File: config.mk
export PLATFORM = sky130hd
export DESIGN_NAME = planar_odometry_integrator_unit
export DESIGN_NICKNAME = d
export VERILOG_FILES = /design/src/hw/rtl/poi_pkg.sv /design/src/hw/rtl/poi_mul.sv /design/src/hw/rtl/planar_odometry_integrator_unit.sv
export VERILOG_INCLUDE_DIRS = /design/src /design/src/hw/rtl
export SDC_FILE = /design/constraint.sdc
export NUM_CORES = 2
export LEC_CHECK = 0
export BUFFER_PORTS_ARGS = -buffer_cell sky130_fd_sc_hd__buf_2
export CAP_MARGIN = 20
export CORE_UTILIZATION = 60
export DETAILED_ROUTE_END_ITERATION = 16
export PLACE_DENSITY = 0.73
export RECOVER_POWER = 100
export SYNTH_ARGS = -nofsm -noshare
export SYNTH_HDL_FRONTEND = slang
export SYNTH_HIERARCHICAL = 1
export SYNTH_SLANG_ARGS = --single-unit
export TNS_END_PERCENT = 100
File: constraint.sdc
create_clock -name clock -period 32.6 [get_ports clock]
set_input_delay 0 -clock clock [delete_from_list [all_inputs] [get_ports clock]]
set_output_delay 0 -clock clock [all_outputs]
set_load 0.005 [all_outputs]
File: src/hw/rtl/planar_odometry_integrator_unit_macros.svh
// ----------------------------------------------------------------------------
// Assertion macros for the planar odometry integrator
// Shared property templates that report through $error.
// ----------------------------------------------------------------------------
`ifndef PLANAR_ODOMETRY_INTEGRATOR_UNIT_MACROS_SVH
`define PLANAR_ODOMETRY_INTEGRATOR_UNIT_MACROS_SVH

// Consequence holds in the same cycle as the antecedent.
`define POI_ASSERT_SAME(lbl, clk, rst, ante, cons, msg) \
   lbl: assert property (@(posedge clk) disable iff (rst) (ante) |-> (cons)) \
      else $error(msg);

// Consequence holds in the cycle after the antecedent.
`define POI_ASSERT_NEXT(lbl, clk, rst, ante, cons, msg) \
   lbl: assert property (@(posedge clk) disable iff (rst) (ante) |=> (cons)) \
      else $error(msg);

`endif

File: src/hw/rtl/poi_pkg.sv
`timescale 1ns / 1ps
// ----------------------------------------------------------------------------
// Planar odometry integrator package
// Shared multiplier widths, sine coefficients and sequencer state type.
// ----------------------------------------------------------------------------
package poi_pkg;

   // Shared multiplier operand and product widths.
   localparam int MUL_W  = 35;
   localparam int PROD_W = 2 * MUL_W;

   // Taylor coefficients of sin(pi/2*u) in Q30, for u^1, u^3, u^5, u^7, u^9.
   localparam logic [31:0] SIN_COEF [5] = '{
      32'd1686629713, 32'd693598668, 32'd85569306, 32'd5026995, 32'd172272
   };

   localparam logic [30:0] Q30_ONE = 31'h4000_0000;

   // Sequencer states.
   typedef enum logic [4:0] {
      ST_IDLE = 5'b00001,
      ST_TRIG = 5'b00010,
      ST_MOVE = 5'b00100,
      ST_FIN  = 5'b01000,
      ST_OUT  = 5'b10000
   } state_type;

endpackage

File: src/hw/rtl/poi_mul.sv
`timescale 1ns / 1ps
// ----------------------------------------------------------------------------
// Shared signed multiplier
// One signed multiply per cycle with a registered product.
// ----------------------------------------------------------------------------
module poi_mul
   import poi_pkg::*;
(
   input  logic                     clock,
   input  logic signed [MUL_W-1:0]  op_a,
   input  logic signed [MUL_W-1:0]  op_b,
   output logic signed [PROD_W-1:0] prod
);

   logic signed [PROD_W-1:0] prod_ff;
   logic signed [PROD_W-1:0] prod_in;

   // Full-width signed product.
   assign prod_in = PROD_W'(op_a) * PROD_W'(op_b);

   always_ff @(posedge clock) begin
      prod_ff <= prod_in;
   end

   assign prod = prod_ff;

endmodule

File: src/hw/rtl/planar_odometry_integrator_unit.sv
`timescale 1ns / 1ps
// ----------------------------------------------------------------------------
// Planar odometry integrator
// Dead-reckoning pose integration with a yaw quaternion output.
// ----------------------------------------------------------------------------
// One request is worked on at a time. The next request can be accepted in
// the cycle after the result is taken. The work is paced by the single shared
// 35x35 multiplier: a sine/cosine pair of the heading (the two Horner chains
// interleaved), the rotation and scaling products, a sine/cosine pair of the
// half heading and a final step to round the quaternion. The sine polynomial
// is evaluated in Q30 and the rotation uses sine and cosine rounded to
// TRIG_BITS fraction bits.
`include "planar_odometry_integrator_unit_macros.svh"

module planar_odometry_integrator_unit
   import poi_pkg::*;
#(
   parameter int TRIG_BITS = 16
)
(
   input  logic               clock,
   input  logic               reset,
   input  logic               req_valid,
   output logic               req_stall,
   input  logic signed [31:0] req_body_vel_x,
   input  logic signed [31:0] req_body_vel_y,
   input  logic signed [31:0] req_turn_rate,
   input  logic [21:0]        req_elapsed,
   output logic               rsp_valid,
   input  logic               rsp_stall,
   output logic signed [47:0] rsp_pos_x,
   output logic signed [47:0] rsp_pos_y,
   output logic [31:0]        rsp_yaw,
   output logic signed [15:0] rsp_quat_z,
   output logic signed [15:0] rsp_quat_w
);

   localparam int TW    = TRIG_BITS + 2;
   localparam int TSH   = 30 - TRIG_BITS;
   localparam int TRND  = 1 << (TSH - 1);
   localparam int ACC_W = TRIG_BITS + 35;
   localparam int WRND  = 1 << (TRIG_BITS - 1);
   localparam logic [3:0] TRIG_LAST = 4'd12;
   localparam logic [3:0] MOVE_LAST = 4'd8;

   // Sequencer state.
   state_type state_ff, state_in;
   logic [3:0] step_ff, step_in;
   logic       pass_ff, pass_in;

   // Request and pose registers.
   logic signed [31:0] vx_ff, vy_ff, rate_ff;
   logic [21:0]        dt_ff;
   logic signed [47:0] x_ff, x_in, y_ff, y_in;
   logic [31:0]        head_ff, head_in;

   // Sine lanes and rotation intermediates.
   logic [30:0]        u_ff   [2];
   logic               neg_ff [2];
   logic [30:0]        u2_ff  [2];
   logic [31:0]        t_ff   [2];
   logic signed [31:0] sig_ff [2];
   logic signed [TW-1:0]    sin_ff, cos_ff;
   logic signed [ACC_W-1:0] acc_ff;
   logic signed [MUL_W-1:0] wx_ff, wy_ff;
   logic signed [15:0]      qz_ff, qw_ff;

   // Multiplier connection.
   logic signed [MUL_W-1:0]  op_a, op_b;
   logic signed [PROD_W-1:0] prod;

   // Decoded step fields.
   logic       iss_lane, wb_lane;
   logic [2:0] iss_phase, wb_phase;
   logic [3:0] step_m1;

   // Combinational arithmetic on the product and lanes.
   logic [31:0]             prod_q30;
   logic [31:0]             sine_mag;
   logic signed [31:0]      sin_sum, cos_sum;
   logic signed [ACC_W-1:0] rot_sum, rot_rnd;
   logic signed [PROD_W-1:0] step_rnd;
   logic signed [35:0]      pos_step;
   logic signed [48:0]      pos_sum;
   logic signed [47:0]      pos_sat;
   logic signed [47:0]      pos_base;
   logic [31:0]             half;
   logic signed [31:0]      qz_sum, qw_sum;
   logic signed [16:0]      qz_raw, qw_raw;

   logic req_take, rsp_take;

   assign req_stall = (state_ff != ST_IDLE);
   assign rsp_valid = (state_ff == ST_OUT);
   assign req_take  = req_valid && !req_stall;
   assign rsp_take  = rsp_valid && !rsp_stall;

   assign iss_lane  = step_ff[0];
   assign iss_phase = step_ff[3:1];
   assign step_m1   = step_ff - 4'd1;
   assign wb_lane   = step_m1[0];
   assign wb_phase  = step_m1[3:1];

   poi_mul u_mul (
      .clock (clock),
      .op_a  (op_a),
      .op_b  (op_b),
      .prod  (prod)
   );

   // Operand selection for the shared multiplier.
   always_comb begin
      op_a = '0;
      op_b = '0;
      if (state_ff == ST_TRIG) begin
         unique case (iss_phase)
            3'd0: begin
               op_a = MUL_W'(u_ff[iss_lane]);
               op_b = MUL_W'(u_ff[iss_lane]);
            end
            3'd1: begin
               op_a = MUL_W'(u2_ff[iss_lane]);
               op_b = MUL_W'(SIN_COEF[4]);
            end
            3'd2, 3'd3, 3'd4: begin
               op_a = MUL_W'(u2_ff[iss_lane]);
               op_b = MUL_W'(t_ff[iss_lane]);
            end
            3'd5: begin
               op_a = MUL_W'(u_ff[iss_lane]);
               op_b = MUL_W'(t_ff[iss_lane]);
            end
            default: begin
               op_a = '0;
               op_b = '0;
            end
         endcase
      end else if (state_ff == ST_MOVE) begin
         unique case (step_ff)
            4'd1: begin op_a = MUL_W'(vx_ff);   op_b = MUL_W'(cos_ff); end
            4'd2: begin op_a = MUL_W'(vy_ff);   op_b = MUL_W'(sin_ff); end
            4'd3: begin op_a = MUL_W'(vx_ff);   op_b = MUL_W'(sin_ff); end
            4'd4: begin op_a = MUL_W'(vy_ff);   op_b = MUL_W'(cos_ff); end
            4'd5: begin op_a = MUL_W'(rate_ff); op_b = MUL_W'(dt_ff);  end
            4'd6: begin op_a = wx_ff;           op_b = MUL_W'(dt_ff);  end
            4'd7: begin op_a = wy_ff;           op_b = MUL_W'(dt_ff);  end
            default: begin
               op_a = '0;
               op_b = '0;
            end
         endcase
      end
   end

   // Product in Q30 and the clamped quarter-wave sine.
   assign prod_q30 = prod[61:30];
   assign sine_mag = (prod_q30 > 32'(Q30_ONE)) ? 32'(Q30_ONE) : prod_q30;

   // Sine and cosine rounded to the rotation precision.
   assign sin_sum = sig_ff[0] + 32'(TRND);
   assign cos_sum = sig_ff[1] + 32'(TRND);

   // Rotated velocity: accumulate the two products, then round.
   always_comb begin
      if (step_ff == 4'd3) begin
         rot_sum = acc_ff - ACC_W'(prod);
      end else begin
         rot_sum = acc_ff + ACC_W'(prod);
      end
      rot_rnd = (rot_sum + ACC_W'(WRND)) >>> TRIG_BITS;
   end

   // Scaled step by elapsed time, rounded from 2^-20 s.
   assign step_rnd = (prod + PROD_W'(20'h8_0000)) >>> 20;
   assign pos_step = 36'(step_rnd);

   // Saturating position update, shared by x and y.
   always_comb begin
      pos_base = (step_ff == 4'd7) ? x_ff : y_ff;
      pos_sum  = 49'(pos_base) + 49'(pos_step);
      if (pos_sum[48] != pos_sum[47]) begin
         pos_sat = pos_sum[48] ? {1'b1, 47'd0} : {1'b0, {47{1'b1}}};
      end else begin
         pos_sat = pos_sum[47:0];
      end
   end

   assign half = {1'b0, head_ff[31:1]};

   // Quaternion rounding to Q1.15, with plus one saturated.
   assign qz_sum = sig_ff[0] + 32'sd16384;
   assign qw_sum = sig_ff[1] + 32'sd16384;
   assign qz_raw = 17'(qz_sum >>> 15);
   assign qw_raw = 17'(qw_sum >>> 15);

   // Next-state logic of the sequencer and pose.
   always_comb begin
      state_in = state_ff;
      step_in  = step_ff;
      pass_in  = pass_ff;
      x_in     = x_ff;
      y_in     = y_ff;
      head_in  = head_ff;
      unique case (state_ff)
         ST_IDLE: begin
            if (req_take) begin
               state_in = ST_TRIG;
               step_in  = '0;
               pass_in  = 1'b0;
            end
         end
         ST_TRIG: begin
            step_in = step_ff + 4'd1;
            if (step_ff == TRIG_LAST) begin
               step_in  = '0;
               state_in = pass_ff ? ST_FIN : ST_MOVE;
            end
         end
         ST_MOVE: begin
            step_in = step_ff + 4'd1;
            if (step_ff == 4'd6) begin
               head_in = head_ff + step_rnd[31:0];
            end
            if (step_ff == 4'd7) begin
               x_in = pos_sat;
            end
            if (step_ff == MOVE_LAST) begin
               y_in     = pos_sat;
               step_in  = '0;
               pass_in  = 1'b1;
               state_in = ST_TRIG;
            end
         end
         ST_FIN: begin
            state_in = ST_OUT;
         end
         ST_OUT: begin
            if (rsp_take) begin
               state_in = ST_IDLE;
            end
         end
         default: begin
            state_in = ST_IDLE;
         end
      endcase
   end

   // Control and pose registers.
   always_ff @(posedge clock) begin
      if (reset) begin
         state_ff <= ST_IDLE;
         step_ff  <= '0;
         pass_ff  <= 1'b0;
         x_ff     <= '0;
         y_ff     <= '0;
         head_ff  <= '0;
      end else begin
         state_ff <= state_in;
         step_ff  <= step_in;
         pass_ff  <= pass_in;
         x_ff     <= x_in;
         y_ff     <= y_in;
         head_ff  <= head_in;
      end
   end

   // Datapath registers.
   always_ff @(posedge clock) begin
      if (req_take) begin
         vx_ff     <= req_body_vel_x;
         vy_ff     <= req_body_vel_y;
         rate_ff   <= req_turn_rate;
         dt_ff     <= req_elapsed;
         // Lanes start on the heading and the heading plus a quarter turn.
         u_ff[0]   <= head_ff[30] ? (Q30_ONE - {1'b0, head_ff[29:0]})
                                  : {1'b0, head_ff[29:0]};
         neg_ff[0] <= head_ff[31];
         u_ff[1]   <= head_ff[30] ? {1'b0, head_ff[29:0]}
                                  : (Q30_ONE - {1'b0, head_ff[29:0]});
         neg_ff[1] <= head_ff[31] ^ head_ff[30];
      end
      if (state_ff == ST_TRIG && step_ff != 4'd0) begin
         unique case (wb_phase)
            3'd0: u2_ff[wb_lane] <= prod[60:30];
            3'd1, 3'd2, 3'd3, 3'd4: begin
               t_ff[wb_lane] <= SIN_COEF[3'd4 - wb_phase] - prod_q30;
            end
            3'd5: begin
               sig_ff[wb_lane] <= neg_ff[wb_lane] ? -$signed(sine_mag)
                                                  : $signed(sine_mag);
            end
            default: begin
               t_ff[wb_lane] <= t_ff[wb_lane];
            end
         endcase
      end
      if (state_ff == ST_MOVE) begin
         unique case (step_ff)
            4'd0: begin
               sin_ff <= TW'(sin_sum >>> TSH);
               cos_ff <= TW'(cos_sum >>> TSH);
            end
            4'd2, 4'd4: acc_ff <= ACC_W'(prod);
            4'd3: wx_ff <= MUL_W'(rot_rnd);
            4'd5: wy_ff <= MUL_W'(rot_rnd);
            4'd8: begin
               // Lanes restart on the half heading for the quaternion.
               u_ff[0]   <= half[30] ? (Q30_ONE - {1'b0, half[29:0]})
                                     : {1'b0, half[29:0]};
               neg_ff[0] <= half[31];
               u_ff[1]   <= half[30] ? {1'b0, half[29:0]}
                                     : (Q30_ONE - {1'b0, half[29:0]});
               neg_ff[1] <= half[31] ^ half[30];
            end
            default: begin
               acc_ff <= acc_ff;
            end
         endcase
      end
      if (state_ff == ST_FIN) begin
         qz_ff <= (!qz_raw[16] && qz_raw[15]) ? 16'sh7fff : qz_raw[15:0];
         qw_ff <= (!qw_raw[16] && qw_raw[15]) ? 16'sh7fff : qw_raw[15:0];
      end
   end

   assign rsp_pos_x  = x_ff;
   assign rsp_pos_y  = y_ff;
   assign rsp_yaw    = head_ff;
   assign rsp_quat_z = qz_ff;
   assign rsp_quat_w = qw_ff;

   // Sequencing checks.
   `POI_ASSERT_NEXT(a_take_starts_trig, clock, reset, req_take,
      (state_ff == ST_TRIG) && (step_ff == 4'd0) && !pass_ff,
      "accepted request did not start the trig pass")
   `POI_ASSERT_SAME(a_no_take_with_rsp, clock, reset, req_take, !rsp_valid,
      "request accepted while a result is pending")
   `POI_ASSERT_NEXT(a_one_result, clock, reset, rsp_take, !rsp_valid,
      "result shown twice for one request")
   `POI_ASSERT_SAME(a_trig_step_range, clock, reset, state_ff == ST_TRIG,
      step_ff <= TRIG_LAST, "trig step counter out of range")

endmodule

* Word-level counts from Yosys, hierarchy flattened
Memories as Yosys holds them, arrays and structs flattened. A register that Yosys moved wholly into a read port is not among the register bits. Index checks and enable logic that the tools add are counted.
Word-level totals: latch bits 0, memory bits (writable) 254, bits of input ports 122, word-level logic and storage cells 179, memories 6, register bits 507, ROM bits 256, output and inout port bits 162
Memory list:
- (name not given) | words 8, bits a word 32, read ports 1, clocked after memory_dff 0, wr ports 0, line planar_odometry_integrator_unit.sv:286 | t_ff[wb_lane] <= SIN_COEF[3'd4 - wb_phase] - prod_q30;
- sig_ff | words 2, bits a word 32, read ports 2, clocked after memory_dff 0, wr ports 1, line planar_odometry_integrator_unit.sv:62 | logic signed [31:0] sig_ff [2];
- t_ff | words 2, bits a word 32, read ports 1, clocked after memory_dff 1, wr ports 1, line planar_odometry_integrator_unit.sv:61 | logic [31:0] t_ff [2];
- u2_ff | words 2, bits a word 31, read ports 1, clocked after memory_dff 1, wr ports 1, line planar_odometry_integrator_unit.sv:60 | logic [30:0] u2_ff [2];
- u_ff | words 2, bits a word 31, read ports 1, clocked after memory_dff 1, wr ports 2, line planar_odometry_integrator_unit.sv:58 | logic [30:0] u_ff [2];
- neg_ff | words 2, bits a word 1, read ports 1, clocked after memory_dff 0, wr ports 2, line planar_odometry_integrator_unit.sv:59 | logic neg_ff [2];
Operators by class: shift operators 0, bitwise logic cells 7, $mul 1, equal/unequal tests 31, $add $sub $neg 17, reduce and logical (&&, ||, !) cells 36, $lt $le $gt $ge 2, mux-type cells 61, div/mod/pow operators 0
Operator list (number):
- two-way mux 31 bit | 6
- one-hot mux 35 bit (5 select lines) | 1
- two-way mux 32 bit | 5
- two-way mux 48 bit | 3
- two-way mux 35 bit | 4
- one-hot mux 35 bit (3 select lines) | 1
- one-hot mux 32 bit (3 select lines) | 1
- adder 32 x 15 -> 32 bit (second input constant) | 2
- adder 32 x 16 -> 32 bit (second input constant) | 2
- multiplier 35 x 35 -> 62 bit | 1
- one-hot mux 31 bit (2 select lines) | 1
- subtractor 31 x 30 -> 31 bit (first input constant) | 2
- adder 56 x 20 -> 56 bit (second input constant) | 1
- adder 51 x 17 -> 51 bit (second input constant) | 1
- adder 51 bit | 1
- two-way mux 51 bit | 1
- subtractor 51 bit | 1
- adder 48 x 36 -> 49 bit | 1
- adder 32 bit | 1
- > comparator 32 x 31 -> 1 bit (second input constant) | 1
- negation 32 bit | 1
- subtractor 32 bit | 1
- two-way mux 1 bit | 27
- one-hot mux 5 bit (5 select lines) | 1
- 42 further kinds | 88

* Logic depth before layout (Yosys ltp)
word-level depth 8, mapped depth 41, gate-level depth less buffers 35

* Hierarchy
Netlist, hierarchy kept.
By module, submodules not included:
- poi_mul | cells an instance 4698, seq. area each 1401.3 um^2, instances 1, area an instance 44841.8 um^2
- planar_odometry_integrator_unit | cells an instance 4195, seq. area each 18818.0 um^2, instances 1, area an instance 40611.4 um^2

* Least setup slack after synthesis
OpenSTA, ideal clock, no wires.
path type reg-to-reg, start reg step_ff[1], end reg, netlist name u_mul/prod[66], period minus slack after synthesis 10.381 ns, arrival time 10.308 ns, setup time 0.073 ns, data required time 32.527 ns, cell stages (with the launch flop) 38, buffers on the path 7, slack 22.219 ns, cells stage by stage dfxtp_1 > clkbuf_1 > inv_1 > ha_1 > and2_1 > clkbuf_1 > or3_1 > clkbuf_1 > o31ai_1 > clkbuf_1 > a21oi_1 > clkbuf_1 > clkbuf_1 > nand2_1 > inv_1 > fa_1 > fa_1 > fa_1 > (+2 left out) > inv_1 > fa_1 > fa_1 > fa_1 > inv_1 > fa_1 > inv_1 > ha_1 > clkbuf_1 > a21o_1 > a21o_1 > a21oi_1 > a31oi_1 > a31o_1 > a41oi_2 > o211a_1 > or4_4 > o211ai_2
RTL lines:
- start, declared | line planar_odometry_integrator_unit.sv:48 | logic [3:0] step_ff, step_in;
- start signal, assigned | line planar_odometry_integrator_unit.sv:259 | step_ff <= step_in;

* Worst setup path after layout
start reg step_ff[3], end reg u_mul.prod_ff[61], in the netlist u_mul/prod[61]
Between the ends: cells in the longest elaborated chain, start to end 6, elaborated cells between the ends (all ways) 30, classes of those cells mul: 1; eq/ne: 12; mux: 8; reduce/logical: 9
RTL lines:
- equality test 4 x 3 -> 1 bit, or another cell as far along | line planar_odometry_integrator_unit.sv:139 | unique case (step_ff)
- OR reduction 3 bit (no source line) or OR reduction 2 bit (tied branches)
- one-hot mux 35 bit (3 select lines) | line planar_odometry_integrator_unit.sv:139
- two-way mux 35 bit | line planar_odometry_integrator_unit.sv:138 | end else if (state_ff == ST_MOVE) begin
- two-way mux 35 bit * | line planar_odometry_integrator_unit.sv:115 | if (state_ff == ST_TRIG) begin
- net op_b[6] | line planar_odometry_integrator_unit.sv:69 | logic signed [MUL_W-1:0] op_a, op_b;
- multiplier 35 x 35 -> 62 bit * | line poi_mul.sv:19 | assign prod_in = PROD_W'(op_a) * PROD_W'(op_b);
- net u_mul.prod_in[61] | line poi_mul.sv:16 | logic signed [PROD_W-1:0] prod_in;
- end signal, assigned | line poi_mul.sv:22 | prod_ff <= prod_in;
- end, declared | line poi_mul.sv:15 | logic signed [PROD_W-1:0] prod_ff;
Mark *: on every way through the listed nets, which the timed path passes. The rest lies on a longest branch. A chain may end at the register's enable or synchronous reset.

==> summary.txt <==
Status
  • Status: finished with violations
  • Failing checks: capacitance limit, slew limit

Clocking
  • Worst skew pair latency: 690 ps
  • CTS Root Cell: clkbuf_16
  • TritonCTS clock tree: built
  • Clk slew on worst S/H paths: 70 ps
  • Clock sink count: 735
  • TritonCTS Buffers: 74
  • Post-CTS sizing: 0
  • Setup Buffers After CTS: 0
  • Clock Tree Buf Depth: 3
  • H-tree levels: 3

Placed design
  • DP Wirelength: 188 mm
  • Number of port buffers: 283
  • Placed cell count: 10300
  • Area post-placement: 0.0856 mm2
  • Global placer's final weighted congestion: 1.02

Detailed routing
  • Post-Route WL: 248 mm
  • Vias per inst: 6.04
  • Final antenna-violating net count: 0
  • First-pass DRT Iterations: 6
  • Residual DRC count: 0
  • Avg WL per Cell: 23.5 um
  • Via total after detailed routing: 63900
  • Number of DRC markers in iteration 0: 6119

Logic synthesis
  • Cells after synthesis: 8610
  • Mapped cell area: 0.0824 mm2
  • Syn_nets: 10300
  • Synth warn: 6
  • Avg Inst Size Synth: 9.57 um2

Global route
  • Total global routing track utilization: 36.5%
  • Pin count of the biggest net entering global routing: 128
  • Number of global-route vias before repair: 65700
  • Initial antenna violation count: 8
  • Gr ovfl total: 0
  • Global-route wire length before repair: 382 mm

Floorplan
  • Full die area: 0.139 mm2
  • Num rows: 135
  • Core Footprint: 0.136 mm2
  • Die width: 373 um
  • Height of the chip: 373 um
  • Ports: 284
  • Initial Util: 60.7%

Critical path
  • Critical Path RT: 33180 ps
  • Largest stage delay on the critical path: 2340 ps
  • Crit Path Class: reg -> reg
  • Critical path arrival: 17840 ps
  • Cell mode on critical path: fa_1
  • CP Capture Type: flip-flop
  • Critical Path Start Type: flip-flop
  • Slowest cell on crit path: clkbuf_1
  • Worst Path Max Fanout: 45

Power
  • Total chip power: 2.73 mW
  • Peak supply drop: 0.0000403 V
  • LEAKAGE: 40.5 nW
  • Pwr dens: 30.6 mW/mm2

Finish
  • Post-Layout Cell Count: 10600
  • Proportion of layout cells with a drive suffix above 1: 5.68%
  • Fin nets: 10500
  • Post-layout instance area: 0.0891 mm2
  • Area Growth Syn to Fin: 8.12%

STA
  • Setup TNS: 0 ps
  • Fin crit share: 53.0%
  • Slew Viols, Final: 1116
  • Relative slew slack: -176%
  • RSZ-0062 raised after global routing: false
  • Worst clock skew: 25.1 ps
  • Final setup fails: 0
  • Slew @ Worst Pin: 4140 ps
  • Fmax: 0.0579 GHz
  • Minimum clock period: 17260 ps
  • Final hold vios: 0

Min path
  • Hold crit path type: in -> reg

Run
  • Max-cap violation count: 27
-- state kept, by name, indices dropped and copies added, names as in the netlist, 35 cells and up, named ones only --
register    flops
acc_ff         51
rsp_pos_x      48
rsp_pos_y      48
sig_ff         38
t_ff           64
u2_ff          62
u_ff           61
u_mul/prod     62
wx_ff          35
wy_ff          35
-- through the flow --
stage	util, %	hold WS [ps]	worst slack [ps]
after detailed placement	63.0	178	20000
after global placement	63.0	177	20390
after global routing	65.6	15.1	14420
after CTS	65.9	0.239	19960
after floorplan	-	98.9	22650
final	65.6	25.2	15340
-- per-layer routing --
metal	global-route usage [%]	up-vias	routed length [um]
met3	7.93	625	24000
met5	0	-	13
met2	57.4	3052	114000
met4	18.2	2	14200
li1	-	28000	-
met1	48.0	32200	95900
-- worst max-delay path: cells and delay by family, from the launching register on --
family,cells,cell delay [ps]
fa+ha+maj,9,4620
simple gates,5,3120
xor+xnor,1,170
compound gates,9,4520
buf+inv,5,3960
flops,1,680
-- final cells by class --
class,count,area (um2)
fillers,10900,46700
repair buffers,542,3400
multi-input cells,6167,56200
well taps,1781,2230
clock inverters,36,405
clock buffers,100,2180
diodes,6,15.0
flip-flops and latches,735,20100
inverters,1212,4550
-- repair_timing --
action / CTS / global route
hold buffers: 129 / 0
hold endpoints to repair: 177 / 0
endpoints found under the setup margin: 0 / 0
-- worst paths after layout --
| kind | from | end | slack [ps] | cells after the start |
|---|---|---|---|---|
| min | req_turn_rate[16] | rate_ff[16] | 30 | 2 |
| min reg2reg | u_mul/prod[55] | u2_ff[1][25] | 460 | 0 |
| max | step_ff[3] | u_mul/prod[61] | 15340 | 29 |
| max reg2reg | step_ff[3] | u_mul/prod[61] | 15340 | 29 |
-- report_power, final --
| part | total (mW) | switching [mW] | internal, mW |
|---|---|---|---|
| clock network | 0.923 | 0.399 | 0.524 |
| registers | 1.09 | 0.0163 | 1.08 |
| logic | 0.712 | 0.457 | 0.255 |
| total | 2.73 | 0.872 | 1.85 |
-- placed cells by master (no fill, tap or decap), types with 29 or more instances in the layout --
master and instances:
a211oi_1 79, a21o_1 112, a21oi_1 387, a22o_1 33, a22oi_1 68, a31oi_1 41
and2_1 673, and3_1 37, buf_2 158, buf_4 86, clkbuf_1 175, clkbuf_16 81
dfxtp_1 200, dlygate4sd3_1 129, edfxtp_1 534, fa_1 1222, ha_1 377, inv_1 1208
mux2i_1 105, nand2_1 1106, nand2b_1 42, nand3_1 104, nand4_1 49, nor2_1 421
nor2b_1 41, nor3_1 76, o21a_1 30, o21ai_0 197, o21bai_1 29, o22ai_2 29
or3_1 31, xnor2_1 319, xor2_1 145
(Power assumes the default switching activity.)
